==> src/hw/rtl/skre_pkg.sv <==
`timescale 1ns / 1ps
`default_nettype none
// ----------------------------------------------------------------------------
// skre_pkg
// Shared types, codes and constants for the sorted key/value record encoder.
// ----------------------------------------------------------------------------
package skre_pkg;

  localparam int DefMaxKeyBytes    = 64;
  localparam int DefBlockLimitLog2 = 32;
  localparam int QDepth            = 2;

  // input actions
  localparam logic [1:0] ACT_HDR    = 2'd0;
  localparam logic [1:0] ACT_KEY    = 2'd1;
  localparam logic [1:0] ACT_VAL    = 2'd2;
  localparam logic [1:0] ACT_FINISH = 2'd3;

  // result kinds
  localparam logic [1:0] KIND_BYTE   = 2'd0;
  localparam logic [1:0] KIND_OFFSET = 2'd1;
  localparam logic [1:0] KIND_REPORT = 2'd2;

  // status codes
  localparam logic [2:0] ST_OK       = 3'd0;
  localparam logic [2:0] ST_BAD_TYPE = 3'd1;
  localparam logic [2:0] ST_SEQ      = 3'd2;
  localparam logic [2:0] ST_ORDER    = 3'd3;
  localparam logic [2:0] ST_BIG      = 3'd4;
  localparam logic [2:0] ST_EMPTY    = 3'd5;

  // entry type codes
  localparam logic [7:0] TYPE_DEL  = 8'd0;
  localparam logic [7:0] TYPE_VAL  = 8'd1;
  localparam logic [7:0] TYPE_SDEL = 8'd7;

  // key compare progress
  localparam logic [1:0] CMP_EQ = 2'd0;
  localparam logic [1:0] CMP_LT = 2'd1;
  localparam logic [1:0] CMP_GT = 2'd2;

  // request piece positions, in emission order
  localparam int CmdBits = 18;
  localparam int M_OFF   = 0;
  localparam int M_KV0   = 1;
  localparam int M_KV1   = 2;
  localparam int M_DATA  = 3;
  localparam int M_ENT   = 4;
  localparam int M_VL    = 12;
  localparam int M_REP   = 17;

  typedef enum logic [2:0] {
    PH_IDLE = 3'b001,
    PH_KEY  = 3'b010,
    PH_VAL  = 3'b100
  } phase_t;

  typedef struct packed {
    logic [1:0]  action;
    logic [6:0]  key_length;
    logic [31:0] value_length;
    logic [63:0] sequence_req;
    logic [7:0]  value_type;
    logic [7:0]  data_byte;
  } in_item_t;

  typedef struct packed {
    logic [1:0]  kind;
    logic [7:0]  out_byte;
    logic [31:0] entry_offset;
    logic [2:0]  status;
    logic [31:0] entry_count;
    logic [55:0] smallest_seq;
    logic [55:0] largest_seq;
    logic        last;
  } out_item_t;

  // one queued request: which pieces to emit and their data
  typedef struct packed {
    logic [CmdBits-1:0] mask;
    logic [31:0]        off;
    logic [7:0]         kv;
    logic [7:0]         dbyte;
    logic [63:0]        entry;
    logic [31:0]        vlen;
    logic [2:0]         status;
    logic [31:0]        count;
    logic [55:0]        smin;
    logic [55:0]        smax;
  } cmd_t;

  // number of varint bytes for a 32-bit value
  function automatic logic [2:0] varint_len(input logic [31:0] v);
    logic [2:0] n;
    n = 3'd1;
    if (v[31:7] != '0) n = 3'd2;
    if (v[31:14] != '0) n = 3'd3;
    if (v[31:21] != '0) n = 3'd4;
    if (v[31:28] != '0) n = 3'd5;
    return n;
  endfunction

endpackage
`default_nettype wire

==> src/hw/rtl/skre_front.sv <==
`timescale 1ns / 1ps
`default_nettype none
// ----------------------------------------------------------------------------
// skre_front
// Accepts items, runs type, range, order and size checks, keeps block state
// and turns each item into at most one request for the output serializer.
// ----------------------------------------------------------------------------
module skre_front import skre_pkg::*; #(
  parameter int MAX_KEY_BYTES    = DefMaxKeyBytes,
  parameter int BLOCK_LIMIT_LOG2 = DefBlockLimitLog2
) (
  input  wire logic     clk,
  input  wire logic     rst_n,
  input  wire logic     acc,
  input  wire in_item_t item,
  output cmd_t          cmd,
  output logic          cmd_push
);

  localparam int AW = (MAX_KEY_BYTES > 1) ? $clog2(MAX_KEY_BYTES) : 1;

  phase_t      phase_r, phase_nxt;
  logic        sel_r, sel_nxt;
  logic [6:0]  key_index_r, key_index_nxt;
  logic [1:0]  cmp_r, cmp_nxt;
  logic [6:0]  cur_len_r, cur_len_nxt;
  logic [31:0] cur_vlen_r, cur_vlen_nxt;
  logic [63:0] cur_entry_r, cur_entry_nxt;
  logic [31:0] val_left_r, val_left_nxt;
  logic        big_r, big_nxt;
  logic [6:0]  prev_len_r, prev_len_nxt;
  logic [55:0] prev_seq_r, prev_seq_nxt;
  logic        have_prev_r, have_prev_nxt;
  logic [55:0] min_r, min_nxt;
  logic [55:0] max_r, max_nxt;
  logic [31:0] count_r, count_nxt;
  logic [32:0] bsize_r, bsize_nxt;
  logic [2:0]  err_r, err_nxt;

  logic [7:0]  mem0 [MAX_KEY_BYTES];
  logic [7:0]  mem1 [MAX_KEY_BYTES];
  logic [7:0]  rd0_r, rd1_r;
  logic [7:0]  prev_byte;
  logic        wr_en;
  logic [AW-1:0] wr_addr, rd_addr;

  // scratch for header, key end and commit
  logic        kd_go, kd_big, kd_bad, cm_go;
  logic [1:0]  kd_cs;
  logic [6:0]  kd_len, cm_len;
  logic [63:0] kd_entry;
  logic [31:0] kd_vlen;
  logic [55:0] cm_seq;
  logic [2:0]  nv, err_v;
  logic [7:0]  kv;
  logic [1:0]  nk;
  logic [34:0] enc, sum;
  logic [3:0]  add;
  logic [6:0]  idx_inc;

  assign prev_byte = sel_r ? rd0_r : rd1_r;
  assign wr_addr   = AW'(key_index_r);
  assign rd_addr   = AW'(key_index_nxt);

  // key stores: current bank written, previous bank read one index ahead
  always_ff @(posedge clk) begin
    if (wr_en && !sel_r) mem0[wr_addr] <= item.data_byte;
    if (wr_en && sel_r)  mem1[wr_addr] <= item.data_byte;
    rd0_r <= mem0[rd_addr];
    rd1_r <= mem1[rd_addr];
  end

  // classify the request and compute next state
  always_comb begin
    phase_nxt     = phase_r;
    sel_nxt       = sel_r;
    key_index_nxt = key_index_r;
    cmp_nxt       = cmp_r;
    cur_len_nxt   = cur_len_r;
    cur_vlen_nxt  = cur_vlen_r;
    cur_entry_nxt = cur_entry_r;
    val_left_nxt  = val_left_r;
    big_nxt       = big_r;
    prev_len_nxt  = prev_len_r;
    prev_seq_nxt  = prev_seq_r;
    have_prev_nxt = have_prev_r;
    min_nxt       = min_r;
    max_nxt       = max_r;
    count_nxt     = count_r;
    err_nxt       = err_r;
    cmd           = '0;
    wr_en         = 1'b0;
    kd_go         = 1'b0;
    kd_big        = big_r;
    kd_cs         = cmp_r;
    kd_len        = cur_len_r;
    kd_entry      = cur_entry_r;
    kd_vlen       = cur_vlen_r;
    kd_bad        = 1'b0;
    cm_go         = 1'b0;
    cm_len        = cur_len_r;
    cm_seq        = cur_entry_r[63:8];
    err_v         = err_r;
    add           = 4'd0;
    idx_inc       = key_index_r + 7'd1;
    kv            = 8'(item.key_length) + 8'd8;
    nk            = kv[7] ? 2'd2 : 2'd1;
    nv            = varint_len(item.value_length);
    enc           = 35'(nk) + 35'(item.key_length) + 35'd8 + 35'(nv)
                    + 35'(item.value_length);
    sum           = {2'b00, bsize_r} + enc;
    if (acc) begin
      case (item.action)
        ACT_FINISH: begin
          if (err_r == ST_OK && phase_r != PH_IDLE) err_v = ST_ORDER;
          err_nxt = err_v;
          cmd.mask[M_REP] = 1'b1;
          if (err_v != ST_OK) begin
            cmd.status = err_v;
          end else if (count_r == '0) begin
            cmd.status = ST_EMPTY;
          end else begin
            cmd.status = ST_OK;
            cmd.count  = count_r;
            cmd.smin   = min_r;
            cmd.smax   = max_r;
            // clear block state
            phase_nxt     = PH_IDLE;
            key_index_nxt = '0;
            cmp_nxt       = CMP_EQ;
            cur_len_nxt   = '0;
            cur_vlen_nxt  = '0;
            cur_entry_nxt = '0;
            val_left_nxt  = '0;
            big_nxt       = 1'b0;
            prev_len_nxt  = '0;
            prev_seq_nxt  = '0;
            have_prev_nxt = 1'b0;
            min_nxt       = '1;
            max_nxt       = '0;
            count_nxt     = '0;
          end
        end
        ACT_HDR: begin
          if (err_r == ST_OK && phase_r == PH_IDLE) begin
            if (item.value_type != TYPE_DEL && item.value_type != TYPE_VAL &&
                item.value_type != TYPE_SDEL) begin
              err_nxt = ST_BAD_TYPE;
            end else if (item.sequence_req[63:56] != '0) begin
              err_nxt = ST_SEQ;
            end else begin
              cur_len_nxt   = item.key_length;
              cur_vlen_nxt  = item.value_length;
              cur_entry_nxt = {item.sequence_req[55:0], item.value_type};
              key_index_nxt = '0;
              cmp_nxt       = CMP_EQ;
              kd_big        = (32'(item.key_length) > 32'(MAX_KEY_BYTES)) ||
                              ((sum >> BLOCK_LIMIT_LOG2) != '0);
              big_nxt       = kd_big;
              phase_nxt     = PH_KEY;
              if (!kd_big) begin
                cmd.mask[M_OFF] = 1'b1;
                cmd.mask[M_KV0] = 1'b1;
                cmd.mask[M_KV1] = kv[7];
                cmd.off         = bsize_r[31:0];
                cmd.kv          = kv;
                add             = 4'(nk);
              end
              kd_cs    = CMP_EQ;
              kd_len   = item.key_length;
              kd_entry = {item.sequence_req[55:0], item.value_type};
              kd_vlen  = item.value_length;
              kd_go    = (item.key_length == '0);
            end
          end
        end
        ACT_KEY: begin
          if (err_r == ST_OK && phase_r == PH_KEY) begin
            if (cmp_r == CMP_EQ) begin
              if (key_index_r >= prev_len_r ||
                  32'(key_index_r) >= 32'(MAX_KEY_BYTES)) begin
                kd_cs = CMP_GT;
              end else if (item.data_byte < prev_byte) begin
                kd_cs = CMP_LT;
              end else if (item.data_byte > prev_byte) begin
                kd_cs = CMP_GT;
              end
            end
            cmp_nxt       = kd_cs;
            wr_en         = 32'(key_index_r) < 32'(MAX_KEY_BYTES);
            key_index_nxt = idx_inc;
            if (!big_r) begin
              cmd.mask[M_DATA] = 1'b1;
              cmd.dbyte        = item.data_byte;
              add              = 4'd1;
            end
            kd_go = (idx_inc >= cur_len_r);
          end
        end
        default: begin
          if (err_r == ST_OK && phase_r == PH_VAL) begin
            cmd.mask[M_DATA] = 1'b1;
            cmd.dbyte        = item.data_byte;
            add              = 4'd1;
            val_left_nxt     = val_left_r - 32'd1;
            cm_go            = (val_left_r == 32'd1);
          end
        end
      endcase
    end

    // end of key: ordering verdict, then trailer bytes
    if (kd_go) begin
      kd_bad = have_prev_r &&
               (kd_cs == CMP_LT ||
                (kd_cs == CMP_EQ && kd_len < prev_len_r) ||
                (kd_cs == CMP_EQ && kd_entry[63:8] >= prev_seq_r));
      if (kd_big) begin
        err_nxt   = kd_bad ? ST_ORDER : ST_BIG;
        phase_nxt = PH_IDLE;
      end else if (kd_bad) begin
        err_nxt   = ST_ORDER;
        phase_nxt = PH_IDLE;
      end else begin
        cmd.mask[M_ENT+7:M_ENT] = '1;
        for (int j = 0; j < 5; j++) begin
          cmd.mask[M_VL+j] = (3'(j) < varint_len(kd_vlen));
        end
        cmd.entry = kd_entry;
        cmd.vlen  = kd_vlen;
        add       = add + 4'd8 + 4'(varint_len(kd_vlen));
        if (kd_vlen == '0) begin
          cm_go  = 1'b1;
          cm_len = kd_len;
          cm_seq = kd_entry[63:8];
        end else begin
          val_left_nxt = kd_vlen;
          phase_nxt    = PH_VAL;
        end
      end
    end

    // commit entry: current key becomes previous
    if (cm_go) begin
      prev_len_nxt  = cm_len;
      prev_seq_nxt  = cm_seq;
      have_prev_nxt = 1'b1;
      if (cm_seq < min_r) min_nxt = cm_seq;
      if (cm_seq > max_r) max_nxt = cm_seq;
      count_nxt = count_r + 32'd1;
      phase_nxt = PH_IDLE;
      sel_nxt   = !sel_r;
    end

    if (acc && item.action == ACT_FINISH && err_v == ST_OK && count_r != '0) begin
      bsize_nxt = '0;
    end else begin
      bsize_nxt = bsize_r + 33'(add);
    end
    cmd_push = acc && (cmd.mask != '0);
  end

  // hold state
  always_ff @(posedge clk) begin
    if (!rst_n) begin
      phase_r     <= PH_IDLE;
      sel_r       <= 1'b0;
      key_index_r <= '0;
      cmp_r       <= CMP_EQ;
      cur_len_r   <= '0;
      cur_vlen_r  <= '0;
      cur_entry_r <= '0;
      val_left_r  <= '0;
      big_r       <= 1'b0;
      prev_len_r  <= '0;
      prev_seq_r  <= '0;
      have_prev_r <= 1'b0;
      min_r       <= '1;
      max_r       <= '0;
      count_r     <= '0;
      bsize_r     <= '0;
      err_r       <= ST_OK;
    end else begin
      phase_r     <= phase_nxt;
      sel_r       <= sel_nxt;
      key_index_r <= key_index_nxt;
      cmp_r       <= cmp_nxt;
      cur_len_r   <= cur_len_nxt;
      cur_vlen_r  <= cur_vlen_nxt;
      cur_entry_r <= cur_entry_nxt;
      val_left_r  <= val_left_nxt;
      big_r       <= big_nxt;
      prev_len_r  <= prev_len_nxt;
      prev_seq_r  <= prev_seq_nxt;
      have_prev_r <= have_prev_nxt;
      min_r       <= min_nxt;
      max_r       <= max_nxt;
      count_r     <= count_nxt;
      bsize_r     <= bsize_nxt;
      err_r       <= err_nxt;
    end
  end

endmodule
`default_nettype wire

==> src/hw/rtl/skre_queue.sv <==
`timescale 1ns / 1ps
`default_nettype none
// ----------------------------------------------------------------------------
// skre_queue
// Short request queue between the classifier and the output serializer.
// ----------------------------------------------------------------------------
module skre_queue import skre_pkg::*; (
  input  wire logic clk,
  input  wire logic rst_n,
  input  wire logic push,
  input  wire cmd_t push_cmd,
  output logic      full,
  output logic      head_valid,
  output cmd_t      head_cmd,
  input  wire logic pop
);

  localparam int PW = (QDepth > 1) ? $clog2(QDepth) : 1;

  cmd_t                entries_r [QDepth];
  logic [PW-1:0]       wp_r, rp_r;
  logic [$clog2(QDepth+1)-1:0] cnt_r;

  assign full       = (32'(cnt_r) == 32'(QDepth));
  assign head_valid = (cnt_r != '0);
  assign head_cmd   = entries_r[rp_r];

  // store pushed requests
  always_ff @(posedge clk) begin
    if (push) entries_r[wp_r] <= push_cmd;
  end

  // advance pointers and fill count
  always_ff @(posedge clk) begin
    if (!rst_n) begin
      wp_r  <= '0;
      rp_r  <= '0;
      cnt_r <= '0;
    end else begin
      if (push) wp_r <= (32'(wp_r) == QDepth - 1) ? '0 : wp_r + 1'b1;
      if (pop)  rp_r <= (32'(rp_r) == QDepth - 1) ? '0 : rp_r + 1'b1;
      if (push && !pop) cnt_r <= cnt_r + 1'b1;
      else if (pop && !push) cnt_r <= cnt_r - 1'b1;
    end
  end

endmodule
`default_nettype wire

==> src/hw/rtl/skre_back.sv <==
`timescale 1ns / 1ps
`default_nettype none
// ----------------------------------------------------------------------------
// skre_back
// Output serializer: expands each request into result items, one per cycle
// while the output is not stalled, into a registered output stage.
// ----------------------------------------------------------------------------
module skre_back import skre_pkg::*; (
  input  wire logic  clk,
  input  wire logic  rst_n,
  input  wire logic  head_valid,
  input  wire cmd_t  head_cmd,
  output logic       pop,
  output logic       out_valid,
  input  wire logic  out_stall,
  output out_item_t  out_item
);

  logic [CmdBits-1:0] cur_mask_r;
  cmd_t               cur_cmd_r;
  logic               out_valid_r;
  out_item_t          out_r;

  logic               use_q, can, go;
  logic [CmdBits-1:0] act_mask, low, rest;
  cmd_t               act;
  logic [4:0]         idx;
  logic [2:0]         k;
  logic [31:0]        vsh;
  out_item_t          res;

  assign use_q    = (cur_mask_r == '0);
  assign act_mask = use_q ? (head_valid ? head_cmd.mask : '0) : cur_mask_r;
  assign act      = use_q ? head_cmd : cur_cmd_r;
  assign low      = act_mask & (~act_mask + 1'b1);
  assign rest     = act_mask & ~low;
  assign can      = !out_valid_r || !out_stall;
  assign go       = can && (act_mask != '0);
  assign pop      = go && use_q;

  // encode the lowest pending piece
  always_comb begin
    idx = '0;
    for (int i = 0; i < CmdBits; i++) begin
      if (low[i]) idx = 5'(i);
    end
  end

  // build the result for the selected piece
  always_comb begin
    res  = '0;
    k    = 3'(idx - 5'(M_ENT));
    vsh  = act.vlen >> (7 * 32'(3'(idx - 5'(M_VL))));
    res.last = (rest == '0);
    case (idx) inside
      5'(M_OFF): begin
        res.kind         = KIND_OFFSET;
        res.entry_offset = act.off;
      end
      5'(M_KV0): begin
        res.out_byte = {rest[M_KV1], act.kv[6:0]};
      end
      5'(M_KV1): begin
        res.out_byte = {7'd0, act.kv[7]};
      end
      5'(M_DATA): begin
        res.out_byte = act.dbyte;
      end
      [5'(M_ENT):5'(M_ENT+7)]: begin
        res.out_byte = act.entry[8*k +: 8];
      end
      [5'(M_VL):5'(M_VL+4)]: begin
        res.out_byte = {(rest[M_VL+4:M_VL] != '0), vsh[6:0]};
      end
      default: begin
        res.kind         = KIND_REPORT;
        res.status       = act.status;
        res.entry_count  = act.count;
        res.smallest_seq = act.smin;
        res.largest_seq  = act.smax;
      end
    endcase
  end

  // hold the request being expanded and drop pieces as they go
  always_ff @(posedge clk) begin
    if (go && use_q) cur_cmd_r <= head_cmd;
    if (go) out_r <= res;
  end

  always_ff @(posedge clk) begin
    if (!rst_n) begin
      cur_mask_r  <= '0;
      out_valid_r <= 1'b0;
    end else begin
      if (go) cur_mask_r <= rest;
      if (go) out_valid_r <= 1'b1;
      else if (!out_stall) out_valid_r <= 1'b0;
    end
  end

  assign out_valid = out_valid_r;
  assign out_item  = out_r;

endmodule
`default_nettype wire

==> src/hw/rtl/sorted_kv_record_encoder_core.sv <==
`timescale 1ns / 1ps
`default_nettype none
// ----------------------------------------------------------------------------
// sorted_kv_record_encoder_core
// Memtable entry encoder: key/value items in, encoded block bytes out.
// ----------------------------------------------------------------------------
// Usage: send a header, its key bytes and its value bytes, then finish. Each
// input request is classified as soon as it is taken; key and value bytes
// stream at one per cycle while the input is not stalled. The output
// serializer sends one result per cycle while out_stall is low, so a header
// that ends its key expands to up to 15 results (offset, length varint,
// eight sequence/type bytes, value length varint), and the input stalls
// while the two-entry request queue is full. After an error, downstream must
// drop the block: bytes already sent are not recalled.
module sorted_kv_record_encoder_core import skre_pkg::*; #(
  parameter int MAX_KEY_BYTES    = DefMaxKeyBytes,
  parameter int BLOCK_LIMIT_LOG2 = DefBlockLimitLog2
) (
  input  wire logic     clk,
  input  wire logic     rst_n,
  input  wire logic     in_valid,
  output logic          in_stall,
  input  wire in_item_t in_item,
  output logic          out_valid,
  input  wire logic     out_stall,
  output out_item_t     out_item
);

  logic acc, push, full, head_valid, pop;
  cmd_t push_cmd, head_cmd;

  assign in_stall = full;
  assign acc      = in_valid && !full;

  // classify requests
  skre_front #(
    .MAX_KEY_BYTES   (MAX_KEY_BYTES),
    .BLOCK_LIMIT_LOG2(BLOCK_LIMIT_LOG2)
  ) u_front (
    .clk     (clk),
    .rst_n   (rst_n),
    .acc     (acc),
    .item    (in_item),
    .cmd     (push_cmd),
    .cmd_push(push)
  );

  // buffer requests
  skre_queue u_queue (
    .clk       (clk),
    .rst_n     (rst_n),
    .push      (push),
    .push_cmd  (push_cmd),
    .full      (full),
    .head_valid(head_valid),
    .head_cmd  (head_cmd),
    .pop       (pop)
  );

  // expand requests into results
  skre_back u_back (
    .clk       (clk),
    .rst_n     (rst_n),
    .head_valid(head_valid),
    .head_cmd  (head_cmd),
    .pop       (pop),
    .out_valid (out_valid),
    .out_stall (out_stall),
    .out_item  (out_item)
  );

endmodule
`default_nettype wire

==> config.mk <==
export PLATFORM = sky130hd
export DESIGN_NAME = sorted_kv_record_encoder_core
export DESIGN_NICKNAME = d
export VERILOG_FILES = /design/src/hw/rtl/skre_pkg.sv /design/src/hw/rtl/skre_front.sv /design/src/hw/rtl/skre_queue.sv /design/src/hw/rtl/skre_back.sv /design/src/hw/rtl/sorted_kv_record_encoder_core.sv
export SDC_FILE = /design/constraint.sdc
export NUM_CORES = 2
export LEC_CHECK = 0
export BUFFER_PORTS_ARGS = -buffer_cell sky130_fd_sc_hd__buf_4
export CAP_MARGIN = 40
export CORE_AREA = 2 2 476 430
export DETAILED_ROUTE_END_ITERATION = 8
export DIE_AREA = 0 0 478 432
export PLACE_DENSITY = 0.72
export SLEW_MARGIN = 25
export SYNTH_ARGS = -nofsm -noshare
export SYNTH_HDL_FRONTEND = slang
export SYNTH_SLANG_ARGS = --single-unit
==> constraint.sdc <==
create_clock -name clk -period 39.4 [get_ports clk]
set_input_delay 0 -clock clk [delete_from_list [all_inputs] [get_ports clk]]
set_output_delay 0 -clock clk [all_outputs]
set_load 0.005 [all_outputs]
==> results.sh <==
export IMPL_status="completed"
export IMPL_power_density_mw_per_mm2=83.3
export IMPL_crit_family="simple AND/OR/NAND/NOR gates"
export IMPL_cp_data_required_time_ns=40.18
export IMPL_async_reset_ff_frac=0
export IMPL_ys_warnings_count=0
export IMPL_synth_edf_count=2105
export IMPL_hold_depth=7
export IMPL_first_iter_violations=8604
export IMPL_worstSkewPairLatency_ns=0.93
export IMPL_hold_class="input pin to register"
export IMPL_cts_buffer_depth=4
export IMPL_setup_tns_final_ns=0
export IMPL_tightestPinTransition_ns=1.12
export IMPL_n_fill_cell=15174
export IMPL_wl_mm=300
export IMPL_max_cap_viol_count=0
export IMPL_core_area_sq_mm=0.202
export IMPL_p_int_uw=6410
export IMPL_synth_compound_area_frac=0.0740
export IMPL_arrival_ns=11.52
export IMPL_fp_dieH_um=432
export IMPL_cp_max_fo=59
export IMPL_dp_hpwl_mm=188
export IMPL_finalHoldViolCount=0
export IMPL_wl_per_cell_um=24.2
export IMPL_layout_min_cycle_time_ns=10.75
export IMPL_synth_top_family_by_area="simple AND/OR/NAND/NOR gates"
export IMPL_crit_path_max_incr_delay_ns=0.92
export IMPL_final_nets=9946
export IMPL_fp_dieW_um=478
export IMPL_synthMuxAreaShare=0.0645
export IMPL_rsz0062_at_grt="false"
export IMPL_yosysTopAreaCell="edfxtp_1"
export IMPL_syn_avg_cell_area_sq_um=12.2
export IMPL_antenna_found_initial=7
export IMPL_sequentialPowerShare=0.371
export IMPL_drt_pass1_iterations=9
export IMPL_drive_gt1_frac=0.138
export IMPL_synth_adder_area_share=0.0363
export IMPL_synth_seq_cells=2537
export IMPL_cts_root_buffer_cell="clkbuf_16"
export IMPL_place_congestion=0.933
export IMPL_relSlewSlack=0.252
export IMPL_fin_cells=12407
export IMPL_antenna_left=0
export IMPL_finalCritPeriodShare=0.273
export IMPL_vias_per_cell=6.05
export IMPL_placed_cells=11681
export IMPL_cp_num_cells=31
export IMPL_synth_cell_types=87
export IMPL_yosys_area_share_simple=0.142
export IMPL_cpMaxStageDelayCell="a221oi_1"
export IMPL_synth_top_area_frac=0.573
export IMPL_synthFlopType="edfxtp_1"
export IMPL_syn_instance_count=9045
export IMPL_synth_xor_area_frac=0.00429
export IMPL_yosysMostFrequentCell="edfxtp_1"
export IMPL_ios=317
export IMPL_numPortBuffers=316
export IMPL_initial_utilization=0.546
export IMPL_overflow=0
export IMPL_setup_viol=0
export IMPL_cellLeakagePower_uw=0.0459
export IMPL_vdd_drop_max_v=0.000338
export IMPL_clkPwrFrac=0.228
export IMPL_die_area_sq_mm=0.206
export IMPL_path_common_cell="buf_4"
export IMPL_switching_share=0.393
export IMPL_grt_util_all_layers=0.285
export IMPL_grt_max_degree=198
export IMPL_p_sw_uw=4160
export IMPL_finalClockSkew_ns=0.0636
export IMPL_cp_end_kind="register"
export IMPL_synth_seq_area_share=0.651
export IMPL_yosys_top_cells_count="edfxtp_1 (2105), nand2_1 (1823), nor2_1 (610)"
export IMPL_reg2reg_depth=31
export IMPL_critPathBufInv=6
export IMPL_grt_pass1_wl_mm=451
export IMPL_cp_start_kind="register"
export IMPL_drc=0
export IMPL_area_delta_synth_final_pct=14.9
export IMPL_p_comb_frac=0.401
export IMPL_setup_ws_ns=28.65
export IMPL_cts_setup_buffers=0
export IMPL_fp_row_count=157
export IMPL_path_clk_slew_ns=0.06
export IMPL_crit_type="register to register"
export IMPL_syn_area_sq_mm=0.110
export IMPL_num_vias=75010
export IMPL_cts_made_buffers=276
export IMPL_cts_sinks=2537
export IMPL_synthTopCellsByArea="edfxtp_1 (57%), dfxtp_1 (7.8%), nand2_1 (6.2%)"
export IMPL_max_freq_ghz=0.0931
export IMPL_tritoncts="done"
export IMPL_grt_pass1_vias=72539
export IMPL_finalMaxSlewViolations=0
export IMPL_cts_htree_levels=5
export IMPL_place_ws_ns=28.94
-- area by class of cell --
class / count / area (sq um) / area share
flip-flops and latches: 2537 / 71900 / 0.567
multi-input cells: 5742 / 35800 / 0.282
clock buffers: 369 / 7430 / 0.0586
repair buffers: 707 / 6600 / 0.0520
well taps: 2703 / 3380 / 0.0267
inverters: 245 / 942 / 0.00743
clock inverters: 102 / 792 / 0.00625
diodes: 2 / 5.00 / 0.0000395
-- worst reg2reg max path: cells and delay by family, from the launching register on --
family,cells,cell delay [ns]
and+or+nand+nor,12,3.37
AOI/OAI and AO/OA,9,2.75
buffers and inverters,6,2.57
muxes,2,0.92
adders and majority gates,2,0.61
DFF,1,0.36
-- final timing paths --
| path | startpoint | to | slack (ns) |
|---|---|---|---|
| setup reg to reg | u_front.phase_r[1]$_SDFF_PP0_ | u_front.min_r[49]$_SDFF_PN1_ | 28.65 |
| hold reg to reg | u_front.prev_len_r[5]$_SDFFE_PN0P_ | u_front.prev_len_r[5]$_SDFFE_PN0P_ | 0.46 |
| setup / recovery | u_front.phase_r[1]$_SDFF_PP0_ | u_front.min_r[49]$_SDFF_PN1_ | 28.65 |
| hold / removal | in_item[13] | u_front.cmp_r[1]$_SDFFE_PN0P_ | 0.008 |
-- power by group through the flow --
stage,Sequential [uW],Combinational [uW],Clock [uW]
finish,3920,4240,2410
global route,3940,4640,2540
CTS,3930,4170,2440
detailed placement,3980,4130,0
global placement,3980,3980,0
floorplan,4290,2670,0
-- cells by family after synthesis --
logic type | count (synthesis)
AND/OR/NAND/NOR | 3570
adder cells (fa/ha/maj) | 312
multiplexers | 546
XOR/XNOR | 54
AO/OA/AOI/OAI | 1256
flip-flops | 2537
buffers and inverters | 769
other | 1
-- registers in the layout, summed over array words and instances (netlist names), 7 cells and up, named ones only --
register	cells
u_back.cur_mask_r	17
u_queue.entries_r	600
u_front.mem0	512
u_front.bsize_r	33
u_front.rd1_r	8
u_back.cur_cmd_r	291
u_front.cur_len_r	7
u_front.rd0_r	8
u_front.val_left_r	32
u_front.cur_vlen_r	32
u_front.mem1	512
u_front.max_r	56
u_front.prev_len_r	7
u_front.cur_entry_r	64
u_back.out_item	190
u_front.key_index_r	7
u_front.count_r	32
u_front.min_r	56
u_front.prev_seq_r	56
-- metal layers --
metal / up-vias / share of wire / GRT usage
met5: - / 0 / 0
li1: 33890 / - / -
met4: 0 / 0.043 / 0.115
met3: 693 / 0.077 / 0.0406
met1: 36988 / 0.40 / 0.392
met2: 3439 / 0.48 / 0.458
-- layout by cell type (no fill, tap or decap), types with 94 or more instances in the layout --
master	n
mux2i_1	106
and2_1	94
nand2_1	1819
nor2_1	601
a22oi_1	153
edfxtp_1	2105
dlygate4sd3_1	223
o21ai_0	140
clkbuf_16	280
ha_1	299
buf_4	421
nand3_1	486
mux2_2	306
dfxtp_1	431
inv_1	241
a21oi_1	503
-- stage by stage --
step	utilization	total power [uW]	area, sq um	hold WS (ns)
3_3_place_gp	0.570	7960	115000	0.256
2_1_floorplan	-	6960	110000	0.0989
3_5_place_dp	0.573	8110	116000	0.262
4_1_cts	0.625	10500	126000	0.0191
6_report	0.627	10600	127000	0.00773
5_1_grt	0.627	11100	127000	0.0364
-- repair_timing --
item                      4_1_cts  5_1_grt
hold buffers                  223        0
resized for setup               0        0
hold endpoints to repair     1089        0
No activity file was read; power rests on OpenSTA's default activity.
